==> config.mk <==
export PLATFORM = sky130hd
export DESIGN_NAME = windowed_peak_below_limit_finder
export DESIGN_NICKNAME = d
export VERILOG_FILES = /design/src/hw/rtl/wpf_pkg.sv /design/src/hw/rtl/wpf_eval.sv /design/src/hw/rtl/windowed_peak_below_limit_finder.sv
export SDC_FILE = /design/constraint.sdc
export NUM_CORES = 1
export LEC_CHECK = 0
export ABC_AREA = 1
export ABC_CLOCK_PERIOD_IN_PS = 9900
export BUFFER_PORTS_ARGS = -buffer_cell sky130_fd_sc_hd__buf_2
export CORE_MARGIN = 10
export CORE_UTILIZATION = 41
export DETAILED_ROUTE_END_ITERATION = 10
export SLEW_MARGIN = 20
export SYNTH_ARGS = -nofsm -noshare
export SYNTH_HDL_FRONTEND = slang
export SYNTH_SLANG_ARGS = --single-unit
==> constraint.sdc <==
create_clock -name clk -period 9.9 [get_ports clk]
set_input_delay 1.98 -clock clk [delete_from_list [all_inputs] [get_ports clk]]
set_output_delay 1.98 -clock clk [all_outputs]
set_load 0.05 [all_outputs]
==> src/hw/rtl/wpf_pkg.sv <==
// shared types and constants of the windowed peak finder
`timescale 1ns / 1ps

package wpf_pkg;

  localparam int CfgDataBits = 13;
  localparam int CfgIndexBits = 3;
  localparam int PixBits = 8;
  localparam int LimitBits = 9;
  localparam int OutCoordBits = 12;

  localparam logic [CfgIndexBits-1:0] REG_IMAGE_WIDTH  = 3'd0;
  localparam logic [CfgIndexBits-1:0] REG_IMAGE_HEIGHT = 3'd1;
  localparam logic [CfgIndexBits-1:0] REG_BOX_LEFT     = 3'd2;
  localparam logic [CfgIndexBits-1:0] REG_BOX_TOP      = 3'd3;
  localparam logic [CfgIndexBits-1:0] REG_BOX_RIGHT    = 3'd4;
  localparam logic [CfgIndexBits-1:0] REG_BOX_BOTTOM   = 3'd5;
  localparam logic [CfgIndexBits-1:0] REG_VALUE_LIMIT  = 3'd6;

  localparam logic [CfgDataBits-1:0] RST_IMAGE_WIDTH  = 13'd640;
  localparam logic [CfgDataBits-1:0] RST_IMAGE_HEIGHT = 13'd480;
  localparam logic [CfgDataBits-1:0] RST_BOX_LEFT     = 13'd0;
  localparam logic [CfgDataBits-1:0] RST_BOX_TOP      = 13'd0;
  localparam logic [CfgDataBits-1:0] RST_BOX_RIGHT    = 13'd640;
  localparam logic [CfgDataBits-1:0] RST_BOX_BOTTOM   = 13'd480;
  localparam logic [LimitBits-1:0]   RST_VALUE_LIMIT  = 9'd256;

  typedef struct packed {
    logic [CfgDataBits-1:0] image_width;
    logic [CfgDataBits-1:0] image_height;
    logic [CfgDataBits-1:0] box_left;
    logic [CfgDataBits-1:0] box_top;
    logic [CfgDataBits-1:0] box_right;
    logic [CfgDataBits-1:0] box_bottom;
    logic [LimitBits-1:0]   value_limit;
  } cfg_t;

  typedef struct packed {
    logic hit;
    logic row_end;
    logic frame_end;
  } eval_t;

endpackage

==> src/hw/rtl/wpf_eval.sv <==
// per-pixel box, limit and end-of-row/frame evaluation
`timescale 1ns / 1ps

module wpf_eval
  import wpf_pkg::*;
#(
  parameter int COORD_BITS = 12
) (
  input  cfg_t                  cfg,
  input  logic [COORD_BITS-1:0] col,
  input  logic [COORD_BITS-1:0] row,
  input  logic [PixBits-1:0]    pix,
  input  logic [PixBits-1:0]    best_level,
  output eval_t                 ev
);

  localparam int EW = (COORD_BITS + 2 > 14) ? COORD_BITS + 2 : 14;
  localparam logic [EW-1:0] DimLim = EW'(1) << COORD_BITS;

  logic [EW-1:0] w_wide;
  logic [EW-1:0] h_wide;
  logic [COORD_BITS-1:0] w_m1;
  logic [COORD_BITS-1:0] h_m1;
  logic [EW-1:0] col_wide;
  logic [EW-1:0] row_wide;
  logic in_x;
  logic in_y;
  logic lim_ok;

  // last column / row index, with zero acting as one and clamping at the coord range
  function automatic logic [COORD_BITS-1:0] last_idx(input logic [EW-1:0] d);
    logic [EW-1:0] r;
    if (d == '0) begin
      r = '0;
    end else if (d > DimLim) begin
      r = DimLim - EW'(1);
    end else begin
      r = d - EW'(1);
    end
    return r[COORD_BITS-1:0];
  endfunction

  assign w_wide   = EW'(cfg.image_width);
  assign h_wide   = EW'(cfg.image_height);
  assign w_m1     = last_idx(w_wide);
  assign h_m1     = last_idx(h_wide);
  assign col_wide = EW'(col);
  assign row_wide = EW'(row);

  assign in_x = (cfg.box_left[CfgDataBits-1] ||
                 col_wide >= EW'(cfg.box_left[CfgDataBits-2:0])) &&
                (col_wide < EW'(cfg.box_right)) && (col <= w_m1);
  assign in_y = (cfg.box_top[CfgDataBits-1] ||
                 row_wide >= EW'(cfg.box_top[CfgDataBits-2:0])) &&
                (row_wide < EW'(cfg.box_bottom)) && (row <= h_m1);
  assign lim_ok = {1'b0, pix} < cfg.value_limit;

  assign ev.hit       = in_x && in_y && lim_ok && (pix > best_level);
  assign ev.row_end   = col >= w_m1;
  assign ev.frame_end = (col >= w_m1) && (row >= h_m1);

endmodule

==> src/hw/rtl/windowed_peak_below_limit_finder.sv <==
// top level of the windowed peak finder
`timescale 1ns / 1ps
// Finds the brightest pixel strictly below a value limit inside a search box.
// Input channel: one 8-bit pixel per beat (in_valid/in_stall), raster order.
// Frame size and box come from the cfg_ write port (index, 13-bit data).
// Result channel: one beat per frame (out_valid/out_stall) carrying found,
// column, row and value of the first pixel with the largest qualifying value;
// all zero when nothing qualified.
// Throughput: one pixel per clock while in_stall is low, set by a single
// compare-and-keep stage between the pixel register and the result register.
// A frame's last pixel enters the pixel register, then its result the result register.
// Reset clears counters, best candidate and both valid flags, and loads the
// default config (640 x 480, full-frame box, no value limit).
// If a finished result is still stalled when the next frame's last pixel is
// ready, in_stall rises and holds the pipeline until the result is taken;
// otherwise pixels keep flowing while the result waits.
module windowed_peak_below_limit_finder
  import wpf_pkg::*;
#(
  parameter int COORD_BITS = 12
) (
  input  logic                    clk,
  input  logic                    rst_n,
  input  logic                    cfg_we,
  input  logic [CfgIndexBits-1:0] cfg_index,
  input  logic [CfgDataBits-1:0]  cfg_data,
  input  logic                    in_valid,
  output logic                    in_stall,
  input  logic [PixBits-1:0]      in_pixel_value,
  output logic                    out_valid,
  input  logic                    out_stall,
  output logic                    out_found,
  output logic [OutCoordBits-1:0] out_best_x,
  output logic [OutCoordBits-1:0] out_best_y,
  output logic [PixBits-1:0]      out_best_value
);

  cfg_t cfg_r;
  logic pix_valid_r;
  logic [PixBits-1:0] pix_r;
  logic [COORD_BITS-1:0] col_r;
  logic [COORD_BITS-1:0] row_r;
  logic [PixBits-1:0] best_level_r;
  logic [COORD_BITS-1:0] best_col_r;
  logic [COORD_BITS-1:0] best_row_r;
  logic out_valid_r;
  logic out_found_r;
  logic [OutCoordBits-1:0] out_x_r;
  logic [OutCoordBits-1:0] out_y_r;
  logic [PixBits-1:0] out_value_r;

  eval_t ev;
  logic busy;
  logic accept;
  logic step;
  logic [PixBits-1:0] lvl_nxt;
  logic [COORD_BITS-1:0] bcol_nxt;
  logic [COORD_BITS-1:0] brow_nxt;
  logic [COORD_BITS+OutCoordBits-1:0] x_ext;
  logic [COORD_BITS+OutCoordBits-1:0] y_ext;

  wpf_eval #(.COORD_BITS(COORD_BITS)) u_eval (
    .cfg        (cfg_r),
    .col        (col_r),
    .row        (row_r),
    .pix        (pix_r),
    .best_level (best_level_r),
    .ev         (ev)
  );

  assign busy     = pix_valid_r && ev.frame_end && out_valid_r && out_stall;
  assign in_stall = busy;
  assign accept   = in_valid && !busy;
  assign step     = pix_valid_r && !busy;

  assign lvl_nxt  = ev.hit ? pix_r : best_level_r;
  assign bcol_nxt = ev.hit ? col_r : best_col_r;
  assign brow_nxt = ev.hit ? row_r : best_row_r;
  assign x_ext    = {{OutCoordBits{1'b0}}, bcol_nxt};
  assign y_ext    = {{OutCoordBits{1'b0}}, brow_nxt};

  always_ff @(posedge clk) begin
    if (!rst_n) begin
      cfg_r.image_width  <= RST_IMAGE_WIDTH;
      cfg_r.image_height <= RST_IMAGE_HEIGHT;
      cfg_r.box_left     <= RST_BOX_LEFT;
      cfg_r.box_top      <= RST_BOX_TOP;
      cfg_r.box_right    <= RST_BOX_RIGHT;
      cfg_r.box_bottom   <= RST_BOX_BOTTOM;
      cfg_r.value_limit  <= RST_VALUE_LIMIT;
    end else if (cfg_we) begin
      case (cfg_index)
        REG_IMAGE_WIDTH:  cfg_r.image_width  <= cfg_data;
        REG_IMAGE_HEIGHT: cfg_r.image_height <= cfg_data;
        REG_BOX_LEFT:     cfg_r.box_left     <= cfg_data;
        REG_BOX_TOP:      cfg_r.box_top      <= cfg_data;
        REG_BOX_RIGHT:    cfg_r.box_right    <= cfg_data;
        REG_BOX_BOTTOM:   cfg_r.box_bottom   <= cfg_data;
        REG_VALUE_LIMIT:  cfg_r.value_limit  <= cfg_data[LimitBits-1:0];
        default: ;
      endcase
    end
  end

  always_ff @(posedge clk) begin
    if (!rst_n) begin
      pix_valid_r  <= 1'b0;
      col_r        <= '0;
      row_r        <= '0;
      best_level_r <= '0;
      best_col_r   <= '0;
      best_row_r   <= '0;
      out_valid_r  <= 1'b0;
    end else begin
      if (accept) begin
        pix_valid_r <= 1'b1;
        pix_r       <= in_pixel_value;
      end else if (step) begin
        pix_valid_r <= 1'b0;
      end
      if (step && ev.frame_end) begin
        out_valid_r <= 1'b1;
      end else if (out_valid_r && !out_stall) begin
        out_valid_r <= 1'b0;
      end
      if (step) begin
        if (ev.frame_end) begin
          out_found_r  <= lvl_nxt != '0;
          out_x_r      <= x_ext[OutCoordBits-1:0];
          out_y_r      <= y_ext[OutCoordBits-1:0];
          out_value_r  <= lvl_nxt;
          col_r        <= '0;
          row_r        <= '0;
          best_level_r <= '0;
          best_col_r   <= '0;
          best_row_r   <= '0;
        end else begin
          best_level_r <= lvl_nxt;
          best_col_r   <= bcol_nxt;
          best_row_r   <= brow_nxt;
          if (ev.row_end) begin
            col_r <= '0;
            row_r <= row_r + COORD_BITS'(1);
          end else begin
            col_r <= col_r + COORD_BITS'(1);
          end
        end
      end
    end
  end

  assign out_valid      = out_valid_r;
  assign out_found      = out_found_r;
  assign out_best_x     = out_x_r;
  assign out_best_y     = out_y_r;
  assign out_best_value = out_value_r;

endmodule

After elaboration in Yosys (flattened, before gate mapping)

Index checks and enable logic that the tools add are counted.
Widths: inputs -> output; s select.

Register bits after elaboration: 186
Input port bits: 29
Output and inout port bits: 35
Logic and storage cells: 95

$add $sub $neg: 4
$lt $le $gt $ge: 12
Eq/ne operators: 6
Mux-type cells: 18
Reduce and logical (&&, ||, !) cells: 36

Operators by type and width:

| cell                  | count |
|---|---|
| $mux 12               | 12 |
| $ge 12x12->1          | 4 |
| $logic_not 14->1      | 2 |
| $gt 13x13->1 const B  | 2 |
| $lt 12x13->1          | 2 |
| $add 12x1->12 const B | 2 |
| $le 12x12->1          | 2 |
| $sub 12x1->12 const B | 2 |
| $reduce_and 2->1      | 9 |
| $mux 8                | 2 |
| $logic_and 1x1->1     | 15 |
| $eq 3x3->1 const B    | 3 |
| $lt 8x9->1            | 1 |
| $gt 8x8->1            | 1 |
| $reduce_bool 8->1     | 1 |
| $eq 3x2->1 const B    | 2 |
| $reduce_bool 2->1     | 3 |
| $mux 1                | 4 |
| $eq 3x1->1 const B    | 1 |
| $logic_not 3->1       | 1 |
| $reduce_and 3->1      | 1 |
| $logic_not 1->1       | 2 |
| $logic_or 1x1->1      | 2 |

Longest topological paths before layout

Depth in word-level cells: 12
Mapped depth: 28
Mapped depth without buffers: 28

Hierarchy

From an unflattened synthesis, not the netlist that was laid out.

Cell total of the unflattened synthesis: 1346
Area total of the unflattened synthesis: 9964.6 um^2

Modules (own cells, without submodules):

| module                           | instances | cells each | area an instance (um^2) | sequential area each (um^2) |
|---|---|---|---|---|
| windowed_peak_below_limit_finder | 1         | 849        | 7018.0                  | 4134.0 |
| wpf_eval                         | 1         | 497        | 2946.6                  | 0.0 |

Worst setup path after synthesis

OpenSTA, ideal clock, no wires.

Kind: register to output
Start point: register cfg_r[61] (netlist bit)
End point: output in_stall
Arrival time: 2811 ps
Required time: 7920 ps
Slack: 5109 ps
Stages on the path, launching flop included: 21
Buffers on the path: 0
Path through: dfxtp_1 > inv_1 > ha_1 > inv_1 > nor2_1 > nand4_1 > nor2_1 > inv_1 > nor3_1 > inv_1 > o21ai_0 > ha_1 > nand2_1 > nor2_1 > and2_2 > nand4_2 > nand4_2 > nand2_2 > inv_4 > nand3_4 > inv_1

Longest elaborated chain between the ends: 8
Elaborated cells on any way between the ends: 10
Those cells by class: add/sub: 1; order compare: 2; mux: 2; reduce/logical: 5

Ends and longest elaborated chain:

| what                                          | line                                   | text |
|---|---|---|
| start, declared                               | windowed_peak_below_limit_finder.sv:38 | `cfg_t cfg_r;` |
| $sub 12x1->12 or $gt 13x13->1 (tied branches) | wpf_eval.sv:38, wpf_eval.sv:35         |  |
| $mux 12                                       | wpf_eval.sv:35                         | `end else if (d > DimLim) begin` |
| $mux 12 (*)                                   | wpf_eval.sv:33                         | `if (d == '0) begin` |
| $ge 12x12->1 (*)                              | wpf_eval.sv:60                         | `assign ev.frame_end = (col >= w_m1) && (row >= h_m1);` |
| $logic_and 1x1->1 (*)                         | wpf_eval.sv:60                         |  |
| $logic_and 1x1->1 (*) (3 in a row)            | windowed_peak_below_limit_finder.sv:71 | `assign busy = pix_valid_r && ev.frame_end && out_valid_r && out_stall;` |
| end, declared                                 | windowed_peak_below_limit_finder.sv:28 | `output logic in_stall,` |

Mark *: on every way between the ends. The rest lies on a longest branch, timed or not.

Worst setup path in the final report

Start point: register cfg_r[74] (netlist bit)
End point: output in_stall

The elaborated chain is that of the path after synthesis.

==> results.ini <==
[sta]
final-setup-viol-count=0
worst-slew-pin-transition_ps=907
setup-tns-final_ps=0
rsz0062_at_grt=no
hold_violations=0
clock-skew-final_ps=13.4
fin_ws_ps=3820
slew_headroom_pct=39.4
min_period_ps=6080
drv_slew=0
finalCritPeriodShare_pct=61.4
fmax_mhz=164

[route]
finalWirelength_um=25800
first_pass_iters=5
vias=8869
ant_nets=0
viasPerCell=5.01
wire_per_inst_um=14.6
drcViolationCount=0
drt_iter0_markers=559

[placement]
dp_slack_ps=4280
port_buffers=63
dp_hpwl_um=18500
gp_congestion=0.806

[clocking]
cts_resized=0
clock_path_buffers=2
cts_max_level=4
clkSlewWorstSetupHoldPaths_ps=80
insertion_delay_ps=440
numCtsBuffers=17
cts_tree=done
cts.sinks=186
post-cts-setup-buffers=0
cts_root_buffer=clkbuf_16
hold_buffers=0

[pwr]
ir_worst_vdd_mv=0.126
comb_power_share_pct=14.2
switching_share_pct=29.7
p_per_area_nw_per_um2=152
p_sw_w=0.000523
internal_power_w=0.00124
power_leakage_nw=5.12
total_power_w=0.00176
power_frac_seq_pct=46.6
pwr-share-clk_pct=39.2

[synth]
syn_area_per_cell_um2=7.56
netlist_instances=1388
synthFlopType=dfxtp_1
synth_warnings=0
synth_nets=1506
async_flop_share_pct=0
synth_edf_count=41
ys_seq_area_share_pct=39.4
ys_seq_elements=186
syn_area_um2=10500
ys_types=44

[worst_setup_path]
rr_startpoint=cfg_r[61]
r2r_slack_ps=5240
timing.rr.end=out_found
rr_worst_depth=25
required_ps=7920
end_kind=output pin
path_max_fanout=20
crit_path_start_kind=flip-flop
crit_type=flip-flop to output pin
arrival_ps=4100

[layout]
drive_above_1_share_pct=11.0
final_common_cell=nand2_1
fin_nets=1547
diodes=0
area_delta_synth_final_pct=10.8
layout_common_cells=nand2_1, inv_1, dfxtp_1, nor2_1, a21oi_1

[hold_path]
min-delay-path-class=flip-flop to flip-flop
hold_end=cfg_r[35]
holdPathStages=2
worstHoldStart=cfg_r[35]

[flow_run]
maxCapViolations=0

[floorplan]
fp.dieW_um=180
dieArea_um2=32400
die_y_um=180
start_util_pct=41.7
core-area_um2=25200
rows=58
ios=64

[global_routing]
grt_max_degree=94
grt_usage_pct=15.9
grt-ovfl-total=0
grt_pass1_vias=8318
antenna_found_initial=0
grt_pass1_wl_um=42900

[status]
status=finished clean

cell type report:
cell class,instances,area (um2)
Fill cell,2525,13600
Sequential cell,186,4130
Inverter,215,810
Timing Repair Buffer,69,360
Clock buffer,18,439
Multi-Input combinational cell,940,5300
Tap cell,330,413
Clock inverter,14,168
logic make-up after synthesis:
| family | share of synthesized area, % |
|---|---|
| simple gates | 23.9 |
| flops | 39.4 |
| buf+inv | 10.1 |
| xor+xnor | 1.84 |
| compound gates | 14.1 |
| fa+ha+maj | 10.6 |
power by group through the flow:
stage	clock [W]	sequential, W	combinational (W)
2_1_floorplan	0	0.000833	0.000196
3_3_place_gp	0	0.000838	0.000246
3_5_place_dp	0	0.000839	0.000251
4_1_cts	0.000709	0.000822	0.000252
5_1_grt	0.000738	0.000824	0.000291
6_report	0.000690	0.000822	0.000251
worst max-delay path, stage by stage, from the launching register on:
cell and delay, ps:
dfxtp_1 330, inv_1 90, ha_1 190, nand2_1 70, nor2_1 110, inv_1 70
nor2_1 80, inv_1 60, nor2_1 80, inv_1 70, nor3_1 190, nand2_1 220
inv_1 150, o21ai_0 90, ha_1 280, nand4_1 100, nor2_1 100, nand2_1 80
nand4_1 130, buf_4 260, nand2_2 110, inv_4 120, nand3_4 190, inv_1 200
buf_2 290
sequential cells by signal, summed over array words and instances (netlist names):
signal,cells
out_best_y,12
best_row_r,12
col_r,12
out_valid,1
best_col_r,12
pix_valid_r,1
out_best_value,8
pix_r,8
best_level_r,8
out_found,1
row_r,12
out_best_x,12
cfg_r,87
cell usage after synthesis, types with 2 or more instances:
| library cell | count | area share [%] |
|---|---|---|
| nand4_2 | 2 | 0.24 |
| dfxtp_1 | 145 | 28 |
| clkbuf_1 | 28 | 1.0 |
| ha_1 | 89 | 11 |
| o21ai_0 | 108 | 5.1 |
| nor4_1 | 3 | 0.18 |
| xor2_1 | 18 | 1.5 |
| o21bai_1 | 3 | 0.21 |
| nand3_2 | 2 | 0.19 |
| nand3b_1 | 12 | 0.86 |
| edfxtp_1 | 41 | 12 |
| nor3_1 | 15 | 0.72 |
| o31ai_1 | 4 | 0.29 |
| nand4_1 | 21 | 1.3 |
| nand2_2 | 22 | 1.3 |
| a21oi_1 | 118 | 5.6 |
| xnor2_1 | 4 | 0.33 |
| a21oi_2 | 21 | 1.8 |
| nand2_1 | 239 | 8.5 |
| o21a_1 | 3 | 0.21 |
| o21ai_1 | 2 | 0.095 |
| inv_1 | 212 | 7.6 |
| nand3_1 | 83 | 4.0 |
| o211ai_1 | 7 | 0.50 |
| buf_2 | 9 | 0.43 |
| buf_6 | 8 | 0.86 |
| nor2_1 | 129 | 4.6 |
| and2_1 | 24 | 1.4 |
worst max-delay path by stage:
stage                     to  cells after the start       from  slack (ps)
floorplan           in_stall                     20  cfg_r[61]        5110
global placement    in_stall                     24  cfg_r[74]        4320
detailed placement  in_stall                     23  cfg_r[74]        4280
CTS                 in_stall                     23  cfg_r[74]        3790
global route        in_stall                     23  cfg_r[74]        3320
finish              in_stall                     24  cfg_r[74]        3820
per-layer routing:
metal	GRT usage [%]	vias to the layer above	wire, um
li1	-	4615	-
met1	22.5	4013	12800
met2	23.8	208	10900
met3	3.33	33	1570
met4	4.86	0	481
met5	0	-	0
through the flow:
step	hold slack, ps	util, %	instance area, um2	std cells
2_1_floorplan	424	-	10500	1388
3_3_place_gp	437	43.8	11000	1740
3_5_place_dp	445	43.8	11000	1740
4_1_cts	455	46.2	11600	1772
5_1_grt	481	46.2	11600	1772
6_report	457	46.2	11600	1772
No activity file was read; power rests on OpenSTA's default activity.
